==> src/hw/rtl/unaligned_column_byte_write_top_macros.svh <==
// Assertion macros shared by the column byte write block.
`ifndef UNALIGNED_COLUMN_BYTE_WRITE_TOP_MACROS_SVH
`define UNALIGNED_COLUMN_BYTE_WRITE_TOP_MACROS_SVH

`ifndef NO_ASSERTIONS
// Clocked assertion that is switched off while reset is asserted.
`define UCBW_ASSERT(lbl, clk, rstn, prop) \
  lbl: assert property (@(posedge clk) disable iff (!rstn) (prop)) \
    else $error("ucbw assertion failed");
// Clocked assertion that is also checked during reset.
`define UCBW_ASSERT_ALWAYS(lbl, clk, prop) \
  lbl: assert property (@(posedge clk) (prop)) \
    else $error("ucbw assertion failed");
`else
`define UCBW_ASSERT(lbl, clk, rstn, prop)
`define UCBW_ASSERT_ALWAYS(lbl, clk, prop)
`endif

`endif

==> src/hw/rtl/ucbw_pkg.sv <==
// Types, constants and helpers for the column byte write block.
`timescale 1ns / 1ps
package ucbw_pkg;

  // Display geometry.
  localparam int Pages   = 8;
  localparam int Columns = 128;
  localparam int Depth   = Pages * Columns;
  localparam int AddrW   = $clog2(Depth);

  // One input word.
  typedef struct packed {
    logic [5:0] pixel_row;
    logic [6:0] pixel_column;
    logic [7:0] pattern;
  } in_word_t;

  // One display write.
  typedef struct packed {
    logic [2:0] page;
    logic [6:0] column;
    logic [7:0] value;
    logic       last;
  } out_word_t;

  // Request to the frame memory: one write port and one read port.
  typedef struct packed {
    logic             we;
    logic [AddrW-1:0] waddr;
    logic [7:0]       wdata;
    logic             re;
    logic [AddrW-1:0] raddr;
  } mem_req_t;

  // Controller states.
  typedef enum logic [3:0] {
    ST_CLEAR = 4'b0001,
    ST_IDLE  = 4'b0010,
    ST_UPPER = 4'b0100,
    ST_LOWER = 4'b1000
  } state_e;

  // Memory address of a page and column.
  function automatic logic [AddrW-1:0] byte_addr(logic [2:0] pg, logic [6:0] col);
    return AddrW'(32'(pg) * Columns + 32'(col));
  endfunction

  // Mask of the low off bits of a byte.
  function automatic logic [7:0] low_mask(logic [2:0] off);
    return 8'hFF >> (4'd8 - {1'b0, off});
  endfunction

endpackage

==> src/hw/rtl/ucbw_ctrl.sv <==
// Sequencer: clearing pass, read-modify-write of one or two bytes, output register.
`timescale 1ns / 1ps
`include "unaligned_column_byte_write_top_macros.svh"
module ucbw_ctrl (
  input  logic                clk_i,
  input  logic                rst_ni,
  input  logic                in_valid_i,
  output logic                in_stall_o,
  input  ucbw_pkg::in_word_t  in_word_i,
  output logic                out_valid_o,
  input  logic                out_stall_i,
  output ucbw_pkg::out_word_t out_word_o,
  output ucbw_pkg::mem_req_t  req_o,
  input  logic [7:0]          rdata_i
);

  ucbw_pkg::state_e            state_q, state_d;
  logic [ucbw_pkg::AddrW-1:0]  clear_q, clear_d;
  ucbw_pkg::in_word_t          item_q, item_d;
  logic [ucbw_pkg::AddrW-1:0]  addr_q, addr_d;
  logic                        out_valid_q, out_valid_d;
  ucbw_pkg::out_word_t         out_q, out_d;

  logic       out_free;
  logic       out_load;
  logic       in_ok;
  logic [2:0] pg;
  logic [2:0] off;
  logic [7:0] keep;
  logic [7:0] upper;
  logic [7:0] lower;
  logic       last_up;

  // Fields of the item being worked on and the merged bytes.
  assign pg      = item_q.pixel_row[5:3];
  assign off     = item_q.pixel_row[2:0];
  assign keep    = ucbw_pkg::low_mask(off);
  assign upper   = 8'(item_q.pattern << off) | (rdata_i & keep);
  assign lower   = 8'(item_q.pattern >> (4'd8 - {1'b0, off})) | (rdata_i & ~keep);
  assign last_up = (off == 3'd0) || ((32'(pg) + 1) >= ucbw_pkg::Pages);

  // Items outside the display are dropped without any write.
  assign in_ok = (32'(in_word_i.pixel_column) < ucbw_pkg::Columns) &&
                 (32'(in_word_i.pixel_row[5:3]) < ucbw_pkg::Pages);

  assign out_free   = !out_valid_q || !out_stall_i;
  assign in_stall_o = (state_q != ucbw_pkg::ST_IDLE);

  // Next state, memory requests and output loading.
  always_comb begin
    state_d  = state_q;
    clear_d  = clear_q;
    item_d   = item_q;
    addr_d   = addr_q;
    out_d    = out_q;
    out_load = 1'b0;
    req_o    = '0;
    case (state_q)
      ucbw_pkg::ST_CLEAR: begin
        req_o.we    = 1'b1;
        req_o.waddr = clear_q;
        req_o.wdata = 8'h00;
        clear_d     = clear_q + ucbw_pkg::AddrW'(1);
        if (clear_q == ucbw_pkg::AddrW'(ucbw_pkg::Depth - 1)) begin
          state_d = ucbw_pkg::ST_IDLE;
        end
      end
      ucbw_pkg::ST_IDLE: begin
        if (in_valid_i && in_ok) begin
          item_d      = in_word_i;
          addr_d      = ucbw_pkg::byte_addr(in_word_i.pixel_row[5:3],
                                            in_word_i.pixel_column);
          req_o.re    = 1'b1;
          req_o.raddr = addr_d;
          state_d     = ucbw_pkg::ST_UPPER;
        end
      end
      ucbw_pkg::ST_UPPER: begin
        if (out_free) begin
          req_o.we     = 1'b1;
          req_o.waddr  = addr_q;
          req_o.wdata  = upper;
          out_load     = 1'b1;
          out_d.page   = pg;
          out_d.column = item_q.pixel_column;
          out_d.value  = upper;
          out_d.last   = last_up;
          if (last_up) begin
            state_d = ucbw_pkg::ST_IDLE;
          end else begin
            addr_d      = addr_q + ucbw_pkg::AddrW'(ucbw_pkg::Columns);
            req_o.re    = 1'b1;
            req_o.raddr = addr_d;
            state_d     = ucbw_pkg::ST_LOWER;
          end
        end
      end
      ucbw_pkg::ST_LOWER: begin
        if (out_free) begin
          req_o.we     = 1'b1;
          req_o.waddr  = addr_q;
          req_o.wdata  = lower;
          out_load     = 1'b1;
          out_d.page   = pg + 3'd1;
          out_d.column = item_q.pixel_column;
          out_d.value  = lower;
          out_d.last   = 1'b1;
          state_d      = ucbw_pkg::ST_IDLE;
        end
      end
      default: begin
        state_d = ucbw_pkg::ST_CLEAR;
        clear_d = '0;
      end
    endcase
    out_valid_d = out_load || (out_valid_q && out_stall_i);
  end

  // Control registers.
  always_ff @(posedge clk_i or negedge rst_ni) begin
    if (!rst_ni) begin
      state_q     <= ucbw_pkg::ST_CLEAR;
      clear_q     <= '0;
      out_valid_q <= 1'b0;
    end else begin
      state_q     <= state_d;
      clear_q     <= clear_d;
      out_valid_q <= out_valid_d;
    end
  end

  // Payload registers.
  always_ff @(posedge clk_i) begin
    item_q <= item_d;
    addr_q <= addr_d;
    out_q  <= out_d;
  end

  assign out_valid_o = out_valid_q;
  assign out_word_o  = out_q;

  // No new word is taken while the memory is being cleared.
  `UCBW_ASSERT(a_clear_stalls, clk_i, rst_ni,
               (state_q == ucbw_pkg::ST_CLEAR) |-> in_stall_o)
  // A first write that is not the last one is always followed by the lower page.
  `UCBW_ASSERT(a_lower_follows, clk_i, rst_ni,
               (out_load && !out_d.last) |=> (state_q == ucbw_pkg::ST_LOWER))
  // A simultaneous read and write never touch the same byte.
  `UCBW_ASSERT(a_no_rw_clash, clk_i, rst_ni,
               (req_o.we && req_o.re) |-> (req_o.waddr != req_o.raddr))
  // The lower page is only reached straight from the upper page.
  `UCBW_ASSERT(a_lower_entry, clk_i, rst_ni,
               ((state_q == ucbw_pkg::ST_LOWER) && ($past(state_q) != ucbw_pkg::ST_LOWER))
               |-> ($past(state_q) == ucbw_pkg::ST_UPPER))

endmodule

==> config.mk <==
export PLATFORM = sky130hd
export DESIGN_NAME = ucbw_ctrl
export DESIGN_NICKNAME = d
export VERILOG_FILES = /design/src/hw/rtl/ucbw_pkg.sv /design/src/hw/rtl/ucbw_ctrl.sv
export VERILOG_INCLUDE_DIRS = /design/src /design/src/hw/rtl
export SDC_FILE = /design/constraint.sdc
export NUM_CORES = 1
export LEC_CHECK = 0
export ABC_AREA = 1
export BUFFER_PORTS_ARGS = -buffer_cell sky130_fd_sc_hd__buf_2
export CORE_MARGIN = 3
export CORE_UTILIZATION = 54
export CTS_BUF_LIST = sky130_fd_sc_hd__clkbuf_8 sky130_fd_sc_hd__clkbuf_16
export DETAILED_ROUTE_END_ITERATION = 8
export PLACE_DENSITY = 0.8
export SKIP_CTS_REPAIR_TIMING = 1
export SYNTH_ARGS = -nofsm -noshare
export SYNTH_HDL_FRONTEND = slang
export SYNTH_SLANG_ARGS = --single-unit
==> constraint.sdc <==
create_clock -name clk_i -period 3.1 [get_ports clk_i]
set_input_delay 0.62 -clock clk_i [delete_from_list [all_inputs] [get_ports clk_i]]
set_output_delay 0.62 -clock clk_i [all_outputs]
set_load 0.02 [all_outputs]
==> After elaboration in Yosys (flattened, before gate mapping) <==
Cells that the tools add are included.
W data, S select, Z words.
{ "classes": {"addsub": 6, "n_lt_le_gt_ge": 1, "eq_ne": 11, "n_shift": 3, "muxes": 22, "bitwise": 5, "reduce_logical": 15} }
{ "op_table": {"columns": ["cell", "count"], "rows": [
  ["$mux W19", 3],
  ["$pmux W19 S3", 1],
  ["$pmux W10 S2", 2],
  ["$pmux W19 S2", 1],
  ["$mux W10", 3],
  ["$mux W30", 1],
  ["$mux W11", 2],
  ["$pmux W11 S2", 1],
  ["$mux W4", 5],
  ["$and A8 B8 Y8", 2],
  ["$or A8 B8 Y8", 2],
  ["$pmux W4 S4", 1],
  ["$add A10 B1 Y10 const B", 1],
  ["$add A10 B7 Y10", 1],
  ["$add A10 B8 Y10 const B", 1],
  ["$eq A10 B10 Y1 const B", 1],
  ["$ne A2 B2 Y1 const B", 5],
  ["$not A8 Y8", 1],
  ["$reduce_and A4 Y1", 2],
  ["$shl A8 B3 Y8", 1],
  ["$shr A8 B4 Y8", 1],
  ["$shr A8 B4 Y8 const A", 1],
  ["$add A3 B1 Y4 const B", 1],
  ["$eq A4 B1 Y1 const B", 1],
  ["17 further kinds", 22]
]} }
{ "totals": {"regBits": 65, "input_bits": 33, "word_cells": 74} }

==> Depth between registers and ports, before layout <==
Gate-level depths: netlist (run 1).
{ "depth": {"ltp_word": 7, "mapped_depth": 12, "mapped_depth_nobuf": 11} }

==> Worst setup path after synthesis (run 1) <==
Ideal clock, no wire load.
{ "synth_path": {"path_type": "flip-flop to output port", "start": "register state_q[2]", "end": "output req_o[0] (netlist bit)", "arrival_ns": 2.033, "required_ns": 2.480, "slack_ns": 0.447, "stages_incl_launch_ff": 6, "n_path_buf": 0, "path_cell_list": "dfrtp_1 > nor2_2 > nand3_2 > nor2_2 > inv_2 > o22ai_1"} }
{ "synth_lines": {"columns": ["element", "line", "source"], "rows": [
  ["start, declared", "ucbw_ctrl.sv:17", "ucbw_pkg::state_e state_q, state_d;"],
  ["start signal, assigned", "ucbw_ctrl.sv:122", "state_q <= ucbw_pkg::ST_CLEAR;"],
  ["start signal, assigned", "ucbw_ctrl.sv:126", "state_q <= state_d;"],
  ["end, declared", "ucbw_ctrl.sv:13", "output ucbw_pkg::mem_req_t req_o,"]
]} }

==> impl_metrics.ini, run 1 <==
[status]
status = finished clean

[synthesis]
yosysWarnings = 0
yosys-top-cells-count = 134 x nand2_1, 50 x edfxtp_1, 45 x inv_1, 45 x nand3_1, 28 x o21ai_0
netlist_instances = 420
synth_edf_count = 50
synthFlopType = edfxtp_1
yosys.cell_count.top_type = nand2_1
async_flop_share_pct = 23.1
synth_area_per_cell_um2 = 8.62
synth_nets = 460
synth-seq-area-share_pct = 51.9
synth.top_cell.area_share_pct = 41.5
synthTopCellsByArea = edfxtp_1 41%, nand2_1 14%, dfrtp_1 9.7%, nand3_1 6.2%, inv_1 4.7%
syn_area_um2 = 3620
yosysTopAreaCell = edfxtp_1
ys_types = 35
ys_seq_elements = 65

[power]
power_frac_clock_pct = 31.6
cell_internal_pwr_mw = 1.70
comb_power_share_pct = 25.6
pwr-share-seq_pct = 42.8
p_leak_nw = 2.14
p_switching_mw = 0.841
switching_share_pct = 33.1
p_total_mw = 2.54
vdd_drop_max_mv = 0.338
power-per-cell-area_nw_per_um2 = 580

[critical_path]
critPathSlowestCell = edfxtp_1
cp-start-kind = flop
cp-end-kind = primary output
worst-r2r-cell-count = 9
max_stage_delay_ns = 0.45
worstPathMaxFanout = 10
worst-setup-path-type = reg2out
crit_required_ns = 2.48
crit_chain = inv_6 -> ha_1 -> inv_1 -> ha_4 -> nand2_4 -> o21ai_0 -> nand2_1 -> a21oi_1 -> buf_2
crit_arrival_ns = 2.31

[timing]
hold_slack_ns = 0.170
period_needed_ns = 2.93
final_max_slew_viol_count = 0
setup_viol = 0
setup_tns_ns = 0
slew_headroom_pct = 59.3
final_hold_viol_count = 0
fin_skew_ns = 0.00811
grt_setup_unrepaired = no
fmax_ghz = 0.341
finalCritPeriodShare_pct = 94.7
worstMarginPinSlew_ns = 0.608

[floorplanning]
initial_core_util_pct = 56.4
die_h_um = 87.9
core.rowCount = 29
die-area_um2 = 7720
design.core.area_um2 = 6420
die_w_um = 87.9
io_pins = 84

[route]
dr.pass1.iters = 5
route.detailed.drc = 0
wire_per_inst_um = 14.5
drt_iter0_drc = 304
postRouteAntennaNets = 0
wl_mm = 8.63
avgViaCountPerCell = 5.34
num_vias = 3173

[final_layout]
n_antenna_cell = 0
nets = 552
fill_cells = 521
final_cells = 594
drive_gt1_share_pct = 25.3
fin_area_um2 = 4380
areaGrowthSynthToFinish_pct = 20.9

[clock_tree]
clkSlewWorstSetupHoldPaths_ns = 0.07
clk_latency_ns = 0.33
cts_made_buffers = 9
cts_tree = built
cts.sinks = 65
ctsHtreeMaxLevel = 3
cts-root-buf = clkbuf_8
clock_path_buffers = 2

[flow_run]
cap_violations = 0

[placed_design]
gp_congestion = 0.886
place_area_um2 = 4120
place_hpwl_mm = 6.64
dp.cells = 576
port-buffer-count = 83

[global_route]
grt_max_degree = 20
grt_pass1_vias = 2786
grt.overflow.total = 0
grt.total_usage_pct = 22.9
grt_pass1_wl_mm = 13.4
antenna_found_initial = 0

[min_path]
hold_class = in2async
[per-layer routing]
metal / GRT usage, % / vias up / routed length [um]
met5: 0 / - / 0
met4: 7.81 / 0 / 111
li1: - / 1585 / -
met2: 33.6 / 133 / 3940
met1: 33.9 / 1442 / 4030
met3: 4.80 / 13 / 552
[cell usage in the layout (no fill, tap or decap), drive strengths merged, types with 3 or more instances in the layout]
master	Yosys	final
nor2	30	30
xnor2	3	3
xor2	3	3
dfrtp	14	14
inv	49	52
nand3	48	48
o21ai	31	31
edfxtp	50	50
clkinv	1	3
clkbuf	1	9
buf	10	92
nand2	139	139
ha	7	7
o22ai	15	15
a21oi	10	10
[state kept, by name (all words and copies together) (netlist names)]
signal,cells
addr_q,10
clear_q,10
state_q,4
out_valid_o,1
out_word_o,19
item_q,21
[worst max-delay path, delay by kind of cell, from the launching register on]
family                   cells  cell delay (ns)
adder cells (fa/ha/maj)      2             0.54
flip-flops                   1             0.45
buffers and inverters        3             0.43
AO/OA/AOI/OAI                2             0.37
AND/OR/NAND/NOR              2             0.19
[power by group through the flow]
| stage | sequential (mW) | combinational (mW) | clock (mW) |
|---|---|---|---|
| CTS | 1.09 | 0.635 | 0.816 |
| floorplan | 1.10 | 0.443 | 0 |
| global route | 1.10 | 0.714 | 0.860 |
| detailed placement | 1.11 | 0.632 | 0 |
| global placement | 1.10 | 0.623 | 0 |
| finish | 1.09 | 0.649 | 0.803 |
[kinds of logic (layout without fill, tap and decap cells)]
| logic type | after synthesis | after routing | share of synthesized area, % |
|---|---|---|---|
| AO/OA/AOI/OAI | 61 | 61 | 9.30 |
| buffers and inverters | 61 | 158 | 7.19 |
| adder cells (fa/ha/maj) | 7 | 7 | 2.42 |
| AND/OR/NAND/NOR | 220 | 220 | 27.8 |
| flip-flops | 65 | 65 | 51.9 |
| XOR/XNOR | 6 | 6 | 1.45 |
[final timing paths]
kind	slack, ns	start	end
min in group clk_i	0.42	item_q[8]	out_word_o[9]
worst min-delay path	0.17	rst_ni	clear_q[5]
worst max-delay path	0.17	item_q[15]	req_o[16]
max in group asynchronous	2.64	rst_ni	state_q[0]
worst max register to register	1.12	item_q[15]	out_word_o[7]
worst min register to register	0.42	item_q[8]	out_word_o[9]
[final cells by class]
type	count	area, um2	share of cell area [%]
Tap cell	77	96.3	2.20
Multi-Input combinational cell	294	1500	34.3
Timing Repair Buffer	92	483	11.0
Clock inverter	7	100	2.29
Sequential cell	65	1880	42.9
Clock buffer	9	124	2.83
Inverter	50	193	4.40
[stage by stage]
step | worst slack (ns) | utilization, %
floorplan | 0.447 | -
global placement | 0.380 | 64.1
detailed placement | 0.309 | 64.1
CTS | -0.0717 | 67.6
global route | 0.0759 | 68.1
finish | 0.165 | 68.1
(Power assumes the default switching activity.)
==> run 2: changes to the inputs <==
--- a/config.mk
+++ b/config.mk
@@ -6,13 +6,12 @@
 export SDC_FILE = /design/constraint.sdc
 export NUM_CORES = 1
 export LEC_CHECK = 0
-export ABC_AREA = 1
 export BUFFER_PORTS_ARGS = -buffer_cell sky130_fd_sc_hd__buf_2
 export CORE_MARGIN = 3
-export CORE_UTILIZATION = 54
+export CORE_UTILIZATION = 55
 export CTS_BUF_LIST = sky130_fd_sc_hd__clkbuf_8 sky130_fd_sc_hd__clkbuf_16
 export DETAILED_ROUTE_END_ITERATION = 8
-export PLACE_DENSITY = 0.8
+export PLACE_DENSITY = 0.81
 export SKIP_CTS_REPAIR_TIMING = 1
 export SYNTH_ARGS = -nofsm -noshare
 export SYNTH_HDL_FRONTEND = slang
==> run 2 against run 1 <==
Effect of this change: the run now ends with negative setup slack left; via count grew 4.0%; fmax down 8.1%; register-to-register slack got worse by 0.22 ns; worst hold slack worse by 0.0066 ns; combinational power rose by 3%; first-iteration DRC count is 30% higher; sequential cell count stayed put; highest routed layer unchanged.
==> impl_metrics.ini, run 2 <==
[status]
status = finished with violations
violations = negative setup slack

[floorplanning]
core.rowCount = 29
design.core.area_um2 = 6490
die-area_um2 = 7870
initial_core_util_pct = 57.9
die_h_um = 88.7
io_pins = 84
die_w_um = 88.7

[final_layout]
areaGrowthSynthToFinish_pct = 24.5
n_antenna_cell = 0
final_common_cell = buf_2
largest_reg_flops = 21
final_cells = 534
fin_area_um2 = 4680
drive_gt1_share_pct = 35.4
mostFrequentLayoutCells = 81 x buf_2, 50 x edfxtp_1, 32 x nand2_1
nets = 492
largest-register = item_q

[power]
power_frac_clock_pct = 29.3
vdd_drop_max_mv = 0.444
comb_power_share_pct = 26.5
cell_internal_pwr_mw = 1.67
p_switching_mw = 0.849
pwr-share-seq_pct = 44.2
power-per-cell-area_nw_per_um2 = 539
switching_share_pct = 33.6
p_leak_nw = 1.99

[timing]
slew_headroom_pct = 64.1
fmax_ghz = 0.313
final_hold_viol_count = 0
worstMarginPinSlew_ns = 0.536
fin_skew_ns = 0.00770
period_needed_ns = 3.20
setup_ws_ns = -0.0950
final_max_slew_viol_count = 0
hold_slack_ns = 0.164
setup_tns_ns = -0.148
setup_viol = 2
grt_setup_unrepaired = yes
finalCritPeriodShare_pct = 103

[synthesis]
yosysTopAreaCell = edfxtp_1
synth_edf_count = 50
ys_seq_elements = 65
syn_area_um2 = 3760
netlist_instances = 355
synth.top_cell.area_share_pct = 39.9
yosys.cell_count.top_type = edfxtp_1
ys_types = 60
async_flop_share_pct = 23.1
yosys-top-cells-count = 50 x edfxtp_1, 32 x nand2_1, 32 x nor2_1
synthFlopType = edfxtp_1
synth-seq-area-share_pct = 49.9
yosysWarnings = 0
synth_nets = 395
synthTopCellsByArea = edfxtp_1 40%, dfrtp_1 9.3%, a22o_1 3.3%, nand2_1 3.2%, nor2_1 3.2%
synth_area_per_cell_um2 = 10.6

[route]
drt_iter0_drc = 396
avgViaCountPerCell = 6.18
wire_per_inst_um = 18.6
num_vias = 3301
dr_wl_met3_um = 986
top_layer_used = met4
met1Wirelength_mm = 4.18
postRouteAntennaNets = 0
dr.pass1.iters = 5
route.detailed.drc = 0
wl_met2_mm = 4.61
wl_mm = 9.96

[min_path]
hold_class = in2async

[clock_tree]
clk_latency_ns = 0.35
cts_tree = built
clock_path_buffers = 2
cts_made_buffers = 9
cts.sinks = 65
clkSlewWorstSetupHoldPaths_ns = 0.08
ctsHtreeMaxLevel = 3
cts-root-buf = clkbuf_8

[placed_design]
port-buffer-count = 83
gp_congestion = 0.959
dp.cells = 513
place_area_um2 = 4370
place_hpwl_mm = 7.25

[critical_path]
crit_required_ns = 2.48
crit_chain = inv_2 -> ha_4 -> inv_2 -> ha_4 -> buf_6 -> nor2_1 -> a222oi_1 -> buf_4 -> a21oi_2 -> or3_4 -> buf_6
ff2ff_setup_slack_ns = 0.90
cp-start-kind = flop
critPathTopFamily = buffers and inverters
worstPathMaxFanout = 4
cp-end-kind = primary output
crit_arrival_ns = 2.58
cp.buffers_inverters = 5
r2r-end = out_word_o[1]
critPathSlowestCell = edfxtp_1
reg2reg_from = item_q[15]
worst-r2r-cell-count = 10
worst-setup-path-type = reg2out
max_stage_delay_ns = 0.42

[global_route]
grt.total_usage_pct = 25.7
antenna_found_initial = 0
grt_pass1_vias = 2944
grt.overflow.total = 0
grt_pass1_wl_mm = 15.1
grt_max_degree = 24

[flow_run]
cap_violations = 0
run 2: logic make-up after synthesis:
group	count (synthesis)	share of synthesized area, %
AO/OA/AOI/OAI	90	16.8
flip-flops	65	49.9
adder cells (fa/ha/maj)	7	2.33
XOR/XNOR	13	3.03
multiplexers	23	7.42
AND/OR/NAND/NOR	122	16.4
buffers and inverters	35	4.09
run 2: worst max path at each step:
stage / startpoint / endpoint / depth (start not counted)
after floorplan: item_q[15] / req_o[11] / 11
after global placement: item_q[15] / req_o[11] / 10
after detailed placement: item_q[15] / req_o[11] / 10
after CTS: item_q[15] / req_o[11] / 10
after global routing: item_q[15] / req_o[11] / 11
final: item_q[15] / req_o[11] / 11
run 2: worst reg2reg max path, delay by kind of cell (launching register included):
kind | cells | cell delay, ns
fa+ha+maj | 2 | 0.41
flops | 1 | 0.42
buf+inv | 4 | 0.45
compound gates | 1 | 0.40
simple gates | 3 | 0.28
run 2: power groups by stage:
stage                     clock, mW  combinational (mW)  sequential [mW]
after global routing          0.786               0.725             1.13
final                         0.740               0.668             1.12
after CTS                     0.754               0.637             1.11
after floorplan                   0               0.465             1.08
after detailed placement          0               0.633             1.13
after global placement            0               0.621             1.13
run 2: cell type report:
cell class,count,area (um2)
flip-flops and latches,65,1880
multi-input cells,255,1820
fillers,452,1810
repair buffers,112,649
clock buffers,9,124
well taps,77,96.3
clock inverters,7,77.6
inverters,9,33.8
run 2: per-layer routing:
metal,vias to the layer above,global-route usage [%]
met1,1552,37.4
met2,212,37.4
met4,0,10.3
met3,16,5.31
met5,-,0
li1,1521,-
run 2: metrics by stage:
step	setup WS [ns]	util, %	power [mW]
2_1_floorplan	0.0276	-	1.54
3_3_place_gp	0.230	67.2	1.75
3_5_place_dp	0.120	67.2	1.76
4_1_cts	-0.269	70.3	2.50
5_1_grt	-0.186	72.1	2.64
6_report	-0.0950	72.1	2.52
==> run 3: changes to the inputs <==
--- a/config.mk
+++ b/config.mk
@@ -11,7 +11,7 @@
 export CORE_UTILIZATION = 55
 export CTS_BUF_LIST = sky130_fd_sc_hd__clkbuf_8 sky130_fd_sc_hd__clkbuf_16
 export DETAILED_ROUTE_END_ITERATION = 8
-export PLACE_DENSITY = 0.81
+export PLACE_DENSITY_LB_ADDON = 0.15
 export SKIP_CTS_REPAIR_TIMING = 1
 export SYNTH_ARGS = -nofsm -noshare
 export SYNTH_HDL_FRONTEND = slang
==> run 3 against run 2 <==
Effect of this change: largest power group unchanged; sequential cell count stayed put; total power increased by 2.8%; critical path depth stayed put; highest routed layer unchanged; worst hold slack improved by 0.0018 ns; the run still ends with negative setup slack left.
==> impl_metrics.ini, run 3 (synthesized netlist as in run 2, its figures left out) <==
[critical_path]
reg2reg_from = state_q[1]
cp-startpoint = item_q[16]
r2r-end = addr_q[9]
crit_arrival_ns = 2.58
cp-start-kind = flop
ff2ff_setup_slack_ns = 0.85
cp-end-kind = primary output
worstPathMaxFanout = 4
worst-r2r-cell-count = 4
crit_required_ns = 2.48
worst-setup-path-type = reg2out

[route]
postRouteAntennaNets = 0
drt_iter0_drc = 271
num_vias = 3217
wire_per_inst_um = 18.5
wl_mm = 9.83
route.detailed.drc = 0
dr.pass1.iters = 5
avgViaCountPerCell = 6.06

[power]
vdd_drop_max_mv = 0.411
p_total_mw = 2.59
p_leak_nw = 1.99
power-per-cell-area_nw_per_um2 = 554

[floorplanning]
design.core.area_um2 = 6490
core.rowCount = 29
die-area_um2 = 7870
die_h_um = 88.7
io_pins = 84
die_w_um = 88.7
initial_core_util_pct = 57.9

[clock_tree]
clk_latency_ns = 0.35
ctsHtreeMaxLevel = 3
cts_made_buffers = 9
clkSlewWorstSetupHoldPaths_ns = 0.08
cts_tree = built
clock_path_buffers = 2
cts-root-buf = clkbuf_8
cts.sinks = 65

[final_layout]
drive_gt1_share_pct = 35.0
n_antenna_cell = 0
mostFrequentLayoutCells = 81 x buf_2, 50 x edfxtp_1, 32 x nand2_1
final_common_cell = buf_2
final_cells = 531
largest-register = item_q
multiInputGateArea_um2 = 1820
seq_area_um2 = 1880
areaGrowthSynthToFinish_pct = 24.4
fill_cells = 493
largest_reg_flops = 21
nets = 489

[timing]
period_needed_ns = 3.20
setup_ws_ns = -0.0966
grt_setup_unrepaired = yes
fmax_ghz = 0.313
final_max_slew_viol_count = 0
setup_viol = 1
finalCritPeriodShare_pct = 103
setup_tns_ns = -0.0966
final_hold_viol_count = 0
fin_skew_ns = 0.00886
worstMarginPinSlew_ns = 0.610
slew_headroom_pct = 58.3

[status]
violations = negative setup slack
status = finished with violations

[global_route]
antenna_found_initial = 0
grt.overflow.total = 0
grt_pass1_vias = 2896
grt_pass1_wl_mm = 15.1
grt_max_degree = 24
grt.total_usage_pct = 25.7

[placed_design]
dp.cells = 510
place_hpwl_mm = 7.15
gp_congestion = 0.971
port-buffer-count = 83

[flow_run]
cap_violations = 0

[min_path]
hold_class = in2async
-- run 3: cell types whose count changed in the layout (fill, tap and decap cells not counted), sizes merged --
cell,before,now
bufinv,1,2
buf,112,109
clkinvlp,1,0
-- run 3: worst max-delay path: stages (launching register included) --
cell      delay [ns]
edfxtp_1        0.40
inv_2           0.10
ha_4            0.15
inv_4           0.04
ha_4            0.25
nor2b_4         0.13
a21o_1          0.15
a222oi_1        0.21
buf_4           0.19
o32ai_2         0.08
or3_4           0.39
buf_6           0.14
-- run 3: area by class of cell --
cell class,count,share of cell area (%)
multi-input combinational,255,38.8
clock buffer,9,2.65
timing repair buffer,109,13.4
clock inverter,7,2.14
inverter,9,0.775
sequential,65,40.2
tap,77,2.06
-- run 3: per-layer routing --
layer,track usage [%],up-vias,part of all wire (%)
met2,37.4,133,46
met1,38.2,1567,46
met5,0,-,0
met3,6.52,8,6.7
li1,-,1509,-
met4,7.14,0,0.71
-- run 3: worst max-delay path by stage --
| stage | slack, ns | end | cells past startpoint |
|---|---|---|---|
| global route | -0.19 | req_o[11] | 11 |
| global placement | 0.11 | req_o[11] | 10 |
| detailed placement | 0.05 | req_o[11] | 10 |
| CTS | -0.37 | req_o[11] | 10 |
| finish | -0.1 | req_o[11] | 11 |
| floorplan | 0.03 | req_o[11] | 11 |
-- run 3: where the power goes --
part | internal, mW | switching, mW | leakage, nW
logic | 0.268 | 0.391 | 1.22
clock network | 0.461 | 0.359 | 0.115
registers | 1.02 | 0.0951 | 0.652
total | 1.75 | 0.845 | 1.99
-- run 3: through the flow --
stage | cell area (um2) | setup slack (ns) | hold WS [ns] | utilization, %
floorplan | 3790 | 0.0276 | 0.324 | -
finish | 4680 | -0.0966 | 0.165 | 72.0
global placement | 4340 | 0.115 | 0.400 | 66.9
global route | 4680 | -0.190 | 0.164 | 72.0
detailed placement | 4340 | 0.0459 | 0.407 | 66.9
CTS | 4570 | -0.366 | 0.156 | 70.3
